$ cat src/rtl/core/assert_macros.svh
// Assertion macros shared by the allocator RTL.
`ifndef ASSERT_MACROS_SVH
`define ASSERT_MACROS_SVH

// A condition that must hold at every clock edge outside reset.
`define ASSERT_ALWAYS(label, cond, msg) \
    label: assert property (@(posedge i_clk) disable iff (!i_rst_n) (cond)) else $error(msg);

// A condition that must hold in the same cycle whenever the trigger holds.
`define ASSERT_IMPLY(label, ante, cons, msg) \
    label: assert property (@(posedge i_clk) disable iff (!i_rst_n) (ante) |-> (cons)) \
        else $error(msg);

`endif

$ cat src/rtl/core/fbpa_pkg.sv
// Shared types, codes and constants of the fixed block pool allocator.
package fbpa_pkg;

    localparam int MAX_BLOCKS    = 256;
    localparam int POINTER_BYTES = 4;
    localparam int IDX_W         = $clog2(MAX_BLOCKS);
    localparam int CNT_W         = $clog2(MAX_BLOCKS + 1);
    localparam int BASE_W        = 32;
    localparam int BSIZE_W       = 17;
    localparam int SIZE_W        = 25;
    localparam int ALIGN_W       = BSIZE_W + 1;
    localparam int OUT_CNT_W     = 9;

    typedef logic [1:0] t_op;
    typedef logic [2:0] t_status;

    localparam t_op OP_ALLOC  = 2'd0;
    localparam t_op OP_FREE   = 2'd1;
    localparam t_op OP_REINIT = 2'd2;
    localparam t_op OP_CHECK  = 2'd3;

    localparam t_status ST_OK    = 3'd0;
    localparam t_status ST_EMPTY = 3'd1;
    localparam t_status ST_RANGE = 3'd2;
    localparam t_status ST_FULL  = 3'd3;
    localparam t_status ST_FAIL  = 3'd4;

    localparam logic [1:0] REG_POOL_BASE  = 2'd0;
    localparam logic [1:0] REG_BLOCK_SIZE = 2'd1;
    localparam logic [1:0] REG_POOL_SIZE  = 2'd2;

    // Pool window as seen by the range checker.
    typedef struct packed {
        logic [BASE_W-1:0] base;
        logic [SIZE_W-1:0] size;
    } t_pool_cfg;

    // Rounds a block size up to a whole number of pointers (pointer size is a power of two).
    function automatic logic [ALIGN_W-1:0] align_size(input logic [BSIZE_W-1:0] bs);
        logic [ALIGN_W-1:0] sum;
        sum = ALIGN_W'(bs) + ALIGN_W'(POINTER_BYTES - 1);
        return sum & ~ALIGN_W'(POINTER_BYTES - 1);
    endfunction

endpackage

$ cat src/rtl/core/fbpa_pool_check.sv
// Shared range checker: tests whether an address lies inside the pool window.
module fbpa_pool_check #(
    parameter int ADDRESS_BITS = 32
) (
    input  fbpa_pkg::t_pool_cfg      i_cfg,
    input  logic [ADDRESS_BITS-1:0]  i_addr,
    output logic                     o_in_pool
);

    import fbpa_pkg::*;

    localparam int CMP_W = (ADDRESS_BITS > SIZE_W) ? ADDRESS_BITS : SIZE_W;

    logic [ADDRESS_BITS-1:0] base_ab;
    logic [ADDRESS_BITS-1:0] offset;

    // The offset wraps modulo the address space, so a pool past the top wraps round.
    assign base_ab   = ADDRESS_BITS'(i_cfg.base);
    assign offset    = i_addr - base_ab;
    assign o_in_pool = CMP_W'(offset) < CMP_W'(i_cfg.size);

endmodule

$ cat config.mk
export PLATFORM = sky130hd
export DESIGN_NAME = fbpa_pool_check
export DESIGN_NICKNAME = d
export VERILOG_FILES = /design/src/rtl/core/assert_macros.svh /design/src/rtl/core/fbpa_pkg.sv /design/src/rtl/core/fbpa_pool_check.sv
export SDC_FILE = /design/constraint.sdc
export NUM_CORES = 1
export LEC_CHECK = 0
export BUFFER_PORTS_ARGS = -buffer_cell sky130_fd_sc_hd__buf_2
export CAP_MARGIN = 20
export CORE_MARGIN = 2
export CORE_UTILIZATION = 56
export DETAILED_ROUTE_END_ITERATION = 6
export PLACE_DENSITY = 0.9
export SETUP_SLACK_MARGIN = 0.2
export SLEW_MARGIN = 5
export SYNTH_ARGS = -nofsm -noshare
export SYNTH_HDL_FRONTEND = slang
export SYNTH_SLANG_ARGS = --single-unit
export TNS_END_PERCENT = 100
$ cat constraint.sdc
create_clock -name vclk -period 12
set_input_delay 3.6 -clock vclk [all_inputs]
set_output_delay 3.6 -clock vclk [all_outputs]
set_load 0.03 [all_outputs]
### Word level (Yosys, flattened, before mapping)

Cells that the tools add are included.

* register bits: 0
* input port bits: 89

* add/subtract/negate cells: 1
* order comparisons: 1

Operators by type and width (number)
* 32-bit by 25-bit < comparator with 1-bit output: 1
* 32-bit subtractor: 1

### Logic depth before layout (Yosys ltp)

Gate-level depths: netlist of run 1.

* word-level depth: 2
* depth in mapped cells: 20

### Least setup slack after synthesis of run 1

No wires, ideal clock.

* path kind: input-to-output
* from: input i_addr[0]
* to: output o_in_pool
* arrival time: 7.039 ns
* required time: 8.400 ns
* setup slack: 1.361 ns
* stages: 20
* path buffers: 0
* path through: inv_1 -> ha_1 -> inv_1 -> fa_1 -> a21o_1 -> a21oi_1 -> o31a_1 -> a211o_1 -> a41oi_2 -> o21ai_0 -> nand2b_1 -> a31oi_1 -> xnor2_1 -> ha_1 -> nor4_1 -> o221ai_1 -> a21oi_1 -> o2111ai_1 -> nor4_1 -> and4_1

* longest elaborated chain between the ends: 2

Ends and longest elaborated chain
* from (decl): line fbpa_pool_check.sv:6 `input logic [ADDRESS_BITS-1:0] i_addr,`
* 32-bit subtractor: line fbpa_pool_check.sv:19 `assign offset = i_addr - base_ab;`
* 32-bit by 25-bit < comparator with 1-bit output: line fbpa_pool_check.sv:20 `assign o_in_pool = CMP_W'(offset) < CMP_W'(i_cfg.size);`
* to (decl): line fbpa_pool_check.sv:7 `output logic o_in_pool`

No other way between the ends.

### Final worst setup path of run 1

Same ends and word-level chain as after synthesis.

==> qor.yml, run 1 <==
status: "complete, no violations"
seq_cell_count: 0
start_util_pct: 58.7
cp_data_arrival_time_ps: 7800
cp-start-kind: "primary input"
post-route-period-util_pct: 95.0
power_switching_mw: 0.0843
num_vias: 2834
num-fill-cells: 350
synth_nets: 499
cap_violations: 0
die_area_mm2: 0.00476
slowest_stage: "fa_1"
post_cts_buffers: 0
switching_share_pct: 54.9
final_common_cell: "buf_2"
crit_fanout: 4
grt_pass1_vias: 2528
die_y_um: 69.0
n_antenna_cell: 0
final_nets: 584
gp_congestion: 0.909
critPathKind: "in -> out"
syn_area_mm2: 0.00236
via_per_inst: 5.82
p_leak_nw: 1.62
grt_max_degree: 11
path_cells: "buf_2 -> inv_1 -> ha_1 -> inv_1 -> fa_1 -> a21o_1 -> a21oi_1 -> o31a_1 -> a211o_1 -> a41oi_2 -> o21ai_0 -> nand2b_1 -> a31oi_1 -> xnor2_1 -> ha_1 -> nor4_1 -> o221ai_1 -> a21oi_1 -> o2111ai_1 -> nor4_1 -> and4_1 -> buf_2"
ys_types: 46
antenna_found_initial: 0
post_drt_wl_per_cell_um: 12.8
max_stage_delay_ps: 400
setup_tns_ps: 0
io_buffers: 90
pwr-share-seq_pct: 0
post-route-drc-count: 0
final_cell_mix: "buf_2, inv_1, ha_1, nand2_1, a21oi_1"
syn_inst: 354
ir_drop_mv: 0.0274
cp.buffers_inverters: 4
worst_slew_pin_slew_ps: 409
final-seq-area_um2: 0
worstSetupPathDepth: 22
final_util_pct: 70.7
rsz0062_at_grt: "false"
hpwl_mm: 5.55
pin_count: 90
core_area_mm2: 0.00403
dr.pass1.iters: 4
combPwrFrac_pct: 100.0
antenna_left: 0
cts_resized: 0
grt_overflow: 0
powerDensity_mw_per_mm2: 54.0
critPathRequiredTime_ps: 8400
setup_viol: 0
grt_pass1_wl_mm: 9.92
timing.fmax_mhz: 87.7
final.clkbuf_count: 0
p_int_mw: 0.0694
yosys_warnings: 0
slew_headroom_pct: 72.3
crit_family: "compound AO/OA/AOI/OAI gates"
fin_crit_ps: 11400
drv_slew: 0
drive_above_1_share_pct: 22.2
hold_buffers: 0
hp-class: "in -> out"
areaGrowthSynthToFinish_pct: 20.5
holdPathStages: 7
p_clk_share_pct: 0
die_x_um: 69.0
wl_mm: 6.21
synth_area_per_cell_um2: 6.68
ys_seq_area_share_pct: 0
rows: 23
first_iter_violations: 160
final_hold_viol_count: 0
critPathCaptureType: "primary output"
groute.usage.overall_pct: 26.1
power groups by stage:
stage          sequential [mW]  clock, mW  combinational (mW)
6_report                     0          0               0.154
3_3_place_gp                 0          0               0.147
4_1_cts                      0          0               0.153
3_5_place_dp                 0          0               0.152
2_1_floorplan                0          0               0.111
5_1_grt                      0          0               0.173
cell type report:
type               instances  area [um^2]  share of cell area (%)
repair buffers            90          450                    15.8
multi-input cells        284         2100                    73.7
well taps                 50         62.6                    2.20
inverters                 63          236                    8.30
cells by family (layout without fill, tap and decap cells):
group	count (synthesis)	in the layout	synth area share [%]
compound gates	113	113	31.6
xor+xnor	23	23	8.52
fa+ha+maj	56	56	30.0
buf+inv	70	153	11.2
mux	1	1	0.476
simple gates	91	91	18.3
worst min-delay path, cell delays in order:
cell,delay [ps]
buf_2,80
ha_1,200
nor2_1,60
o21ai_0,70
a32oi_1,50
and4_1,140
buf_2,170
per-layer routing:
metal	up-vias	wire length, um	global-route usage (%)
met5	-	0	0
met4	0	181	9.07
met1	1266	2440	28.0
met2	113	3280	52.4
li1	1431	-	-
met3	24	310	1.79
Yosys cell counts, types with 2 or more instances:
library cell  instances  area, um^2
nor3_1                2        10.0
o21bai_1              2        15.0
a21oi_1              36         180
ha_1                 55         688
o21a_1                5        37.5
nand2_1              38         143
a211oi_1              4        30.0
and4_1                2        17.5
o21ai_0              19        95.1
nor2b_1               3        18.8
xnor2_1              11        96.3
a21boi_0              2        15.0
and3_1                5        31.3
nand4_1               3        18.8
a31oi_1              10        62.6
nand3_1              11        55.1
o2111ai_1             4        35.0
o221ai_1              2        17.5
a21o_1                9        67.6
o31ai_1               3        22.5
nor2_1               15        56.3
o211ai_1              4        30.0
xor2_1               12         105
a211o_1               3        26.3
clkbuf_1              6        22.5
inv_1                63         236
nand2b_1              4        25.0
nor4_1                3        18.8
through the flow:
stage	hold WS, ps	instance area, um^2	setup slack, ps	instances	power, mW
6_report	7980	2850	602	487	0.154
5_1_grt	8030	2850	240	487	0.173
4_1_cts	7980	2850	705	487	0.153
3_5_place_dp	7980	2850	736	487	0.152
3_3_place_gp	7980	2850	987	487	0.147
2_1_floorplan	7740	2360	1360	354	0.111
final timing paths:
kind	end	from	slack, ps
max	o_in_pool	i_addr[0]	600
min	o_in_pool	i_addr[25]	7980
Power figures use the tool's default switching activity.
==> run 2: changes to the inputs <==
--- a/config.mk
+++ b/config.mk
@@ -7,11 +7,11 @@
 export LEC_CHECK = 0
 export BUFFER_PORTS_ARGS = -buffer_cell sky130_fd_sc_hd__buf_2
 export CAP_MARGIN = 20
+export CORE_ASPECT_RATIO = 1.1
 export CORE_MARGIN = 2
 export CORE_UTILIZATION = 56
 export DETAILED_ROUTE_END_ITERATION = 6
-export PLACE_DENSITY = 0.9
-export SETUP_SLACK_MARGIN = 0.2
+export PLACE_DENSITY_LB_ADDON = 0.08
 export SLEW_MARGIN = 5
 export SYNTH_ARGS = -nofsm -noshare
 export SYNTH_HDL_FRONTEND = slang
==> qor.yml, run 2 (synthesis gave the netlist of run 1 again) <==
die_x_um: 65.9  # -4.4%
groute.usage.overall_pct: 26.6  # +0.58 points
gp_congestion: 0.927  # +1.9%
fin_crit_ps: 11310  # -83.4 ps
hpwl_mm: 5.56  # +0.27%
cp_data_arrival_time_ps: 7710  # -90 ps
die_area_mm2: 0.00476  # about the same
post_drt_wl_per_cell_um: 12.8  # about the same
post-route-drc-count: 0  # unchanged
dr.pass1.iters: 4  # unchanged
instances_no_fill: 489  # +0.41%
post_cts_buffers: 0  # unchanged
num_vias: 2735  # -3.5%
grt_overflow: 0  # unchanged
status: "complete, no violations"
grt_pass1_wl_mm: 10.7  # +7.5%
cap_violations: 0  # unchanged
post-route-period-util_pct: 94.3  # -0.70 points
critPathRequiredTime_ps: 8400  # about the same
final-seq-area_um2: 0  # unchanged
ir_drop_mv: 0.0268  # -1.9%
n_antenna_cell: 0  # unchanged
powerDensity_mw_per_mm2: 53.9  # about the same
critPathCaptureType: "primary output"
grt_pass1_vias: 2648  # +4.7%
final_cell_mix: "buf_2, inv_1, ha_1, nand2_1, a21oi_1"
timing.fmax_mhz: 88.4  # +0.74%
die_y_um: 72.1  # +4.6%
cts_resized: 0  # unchanged
worst_slew_pin_slew_ps: 396  # -13.8 ps
core_area_mm2: 0.00402  # -0.12%
holdWs_ps: 7930  # -50.4 ps
final_hold_viol_count: 0  # unchanged
place_inst: 489  # +0.41%
hold_buffers: 0  # unchanged
drv_slew: 0  # unchanged
dpl-instance-area_mm2: 0.00285  # about the same
rsz0062_at_grt: "false"
critPathKind: "in -> out"
final.clkbuf_count: 0  # unchanged
final_area_mm2: 0.00285  # about the same
start_util_pct: 58.7  # +0.073 points
first_iter_violations: 107  # -33%
seq_cell_count: 0  # unchanged
drive_above_1_share_pct: 22.2  # unchanged
slew_headroom_pct: 73.5  # +1.2 points
hp-class: "in -> out"
final_nets: 584  # unchanged
final_common_cell: "buf_2"
pin_count: 90  # unchanged
via_per_inst: 5.59  # -3.9%
rows: 24  # +4.3%
areaGrowthSynthToFinish_pct: 20.6  # about the same
final_util_pct: 70.9  # +0.15 points
crit_fanout: 4  # unchanged
setup_viol: 0  # unchanged
antenna_found_initial: 0  # unchanged
setup_tns_ps: 0  # unchanged
io_buffers: 90  # unchanged
antenna_left: 0  # unchanged
wl_mm: 6.24  # +0.48%
cp-start-kind: "primary input"
grt_max_degree: 11  # unchanged
p_leak_nw: 1.62  # unchanged
## run 2: layout make-up
type                       instances  area [um^2]
timing repair buffer              90          450
fill                             379         1170
tap                               52         65.1
multi-input combinational        284         2100
inverter                          63          236
## run 2: power breakdown
part | switching (mW) | total (mW) | internal (mW)
sequential | 0 | 0 | 0
combinational | 0.0840 | 0.154 | 0.0697
clock | 0 | 0 | 0
total | 0.0840 | 0.154 | 0.0697
## run 2: final timing paths
kind	end	from	depth (start not counted)
worst min-delay path	o_in_pool	i_addr[26]	5
worst max-delay path	o_in_pool	i_addr[0]	22
## run 2: critical path, cell delays in order
cell       delay [ps]
buf_2             100
inv_1              40
ha_1              170
inv_1              60
fa_1              400
a21o_1            170
a21oi_1           270
o31a_1            300
a211o_1           200
a41oi_2           210
o21ai_0           210
nand2b_1          130
a31oi_1           220
xnor2_1            90
ha_1              200
nor4_1            270
o221ai_1          170
a21oi_1           140
o2111ai_1         100
nor4_1            270
and4_1            220
buf_2             190
## run 2: routing by layer
layer  vias to the layer above  wire length (um)  part of all wire, %  GRT usage [%]
li1                       1427                 -                    -              -
met1                      1216              2590                   41           29.2
met3                        10               253                  4.1           1.71
met2                        82              3310                   53           55.4
met4                         0                89                  1.4           4.08
met5                         -                 0                    0              0
## run 2: through the flow
| step | setup slack, ps | total power [mW] |
|---|---|---|
| final | 685 | 0.154 |
| after global routing | 255 | 0.175 |
| after CTS | 697 | 0.153 |
| after detailed placement | 711 | 0.153 |
| after global placement | 794 | 0.149 |
| after floorplan | 1360 | 0.111 |
==> run 3: changes to the inputs <==
--- a/config.mk
+++ b/config.mk
@@ -9,7 +9,7 @@
 export CAP_MARGIN = 20
 export CORE_ASPECT_RATIO = 1.1
 export CORE_MARGIN = 2
-export CORE_UTILIZATION = 56
+export CORE_UTILIZATION = 53
 export DETAILED_ROUTE_END_ITERATION = 6
 export PLACE_DENSITY_LB_ADDON = 0.08
 export SLEW_MARGIN = 5
==> constraint.sdc (replaced) <==
create_clock -name vclk -period 12.9
set_input_delay 3.87 -clock vclk [all_inputs]
set_output_delay 3.87 -clock vclk [all_outputs]
set_load 0.03 [all_outputs]
==> qor.yml, run 3 (synthesis gave the netlist of run 1 again) <==
io_buffers: 90  # unchanged
cp-start-kind: "primary input"
first_iter_violations: 120  # +12%
setup_slack_ps: 1110  # +426 ps
worst_slew_pin_slew_ps: 412  # +16.1 ps
cap_violations: 0  # unchanged
final.clkbuf_count: 0  # unchanged
final-seq-area_um2: 0  # unchanged
path_cells: "buf_2 -> inv_1 -> ha_1 -> inv_1 -> fa_1 -> a21o_1 -> a21oi_1 -> o31a_1 -> a211o_1 -> a41oi_2 -> o21ai_0 -> nand2b_1 -> a31oi_1 -> xnor2_1 -> ha_1 -> nor4_1 -> o221ai_1 -> a21oi_1 -> o2111ai_1 -> nor4_1 -> and4_1 -> buf_2"
areaGrowthSynthToFinish_pct: 20.8  # about the same
dpl-instance-area_mm2: 0.00285  # about the same
final_common_cell: "buf_2"
p_leak_nw: 1.62  # unchanged
timing.fmax_mhz: 84.8
rsz0062_at_grt: "false"
num_vias: 2770  # +1.3%
power_mw: 0.142  # -7.4%
die_area_mm2: 0.00501  # +5.3%
via_per_inst: 5.64  # +0.87%
dr.pass1.iters: 4  # unchanged
groute.usage.overall_pct: 25.6  # -1.1 points
powerDensity_mw_per_mm2: 49.9  # -7.5%
pin_count: 90  # unchanged
crit_family: "compound AO/OA/AOI/OAI gates"
die_x_um: 67.7  # +2.6%
crit_fanout: 4  # unchanged
slowest_stage: "fa_1"
setup_tns_ps: 0  # unchanged
pre_cts_ws_ps: 1160  # +449 ps
rows: 25  # +4.2%
grt_max_degree: 11  # unchanged
grt_pass1_vias: 2695  # +1.8%
drive_above_1_share_pct: 22.2  # unchanged
final_nets: 584  # unchanged
n_antenna_cell: 0  # unchanged
ir_drop_mv: 0.0265  # -1.2%
setup_viol: 0  # unchanged
critPathKind: "in -> out"
cp.buffers_inverters: 4  # unchanged
final_area_mm2: 0.00285  # about the same
critPathRequiredTime_ps: 9030  # +630 ps
die_y_um: 74.0  # +2.6%
drv_slew: 0  # unchanged
cp_data_arrival_time_ps: 7920  # +210 ps
max_stage_delay_ps: 400  # about the same
slew_headroom_pct: 72.2  # -1.3 points
status: "complete, no violations"
start_util_pct: 55.2  # -3.6 points
multi_input_area_mm2: 0.00210  # unchanged
cts_resized: 0  # unchanged
hpwl_mm: 5.49  # -1.3%
fin_crit_ps: 11790
final_cell_mix: "buf_2, inv_1, ha_1, nand2_1, a21oi_1"
grt_pass1_wl_mm: 10.6  # -1.0%
wl_mm: 6.16  # -1.2%
num-fill-cells: 397  # +4.7%
post_drt_wl_per_cell_um: 12.6  # -1.6%
post-route-period-util_pct: 91.4
critPathCaptureType: "primary output"
antenna_left: 0  # unchanged
antenna_found_initial: 0  # unchanged
seq_cell_count: 0  # unchanged
final_hold_viol_count: 0  # unchanged
post_cts_buffers: 0  # unchanged
hold_buffers: 0  # unchanged
gp_congestion: 0.875  # -5.6%
grt_overflow: 0  # unchanged
post-route-drc-count: 0  # unchanged
final_util_pct: 66.6  # -4.3 points
hp-class: "in -> out"
core_area_mm2: 0.00429  # +6.5%
[run 3: cell counts in the layout (fill, tap and decap cells not counted)]
No cell type changed its count.
[run 3: per-layer routing]
metal | wire length [um] | vias up | global-route usage [%]
li1 | - | 1423 | -
met1 | 2560 | 1237 | 28.9
met2 | 3210 | 92 | 50.2
met3 | 253 | 18 | 1.51
met4 | 139 | 0 | 7.71
met5 | 0 | - | 0
[run 3: layout make-up]
type	count	share of cell area, %
multi-input cells	284	73.6
repair buffers	90	15.8
inverters	63	8.29
well taps	54	2.37
[run 3: tightest hold or removal path, cell delays in order]
cell and delay, ps:
buf_2 80, ha_1 200, nor2_1 60, o21ai_0 70, a32oi_1 50, and4_1 140, buf_2 170
[run 3: final timing paths]
kind,slack (ps),depth (start not counted),to,from
min,8510,7,o_in_pool,i_addr[25]
max,1110,22,o_in_pool,i_addr[0]
[run 3: where the power goes]
part | internal [mW] | switching (mW) | total [mW]
Sequential | 0 | 0 | 0
Clock | 0 | 0 | 0
Combinational | 0.0644 | 0.0779 | 0.142
[run 3: stage by stage]
stage	hold WS [ps]	instances
detailed placement	8500	491
floorplan	8280	354
CTS	8500	491
global route	8590	491
global placement	8510	491
finish	8510	491
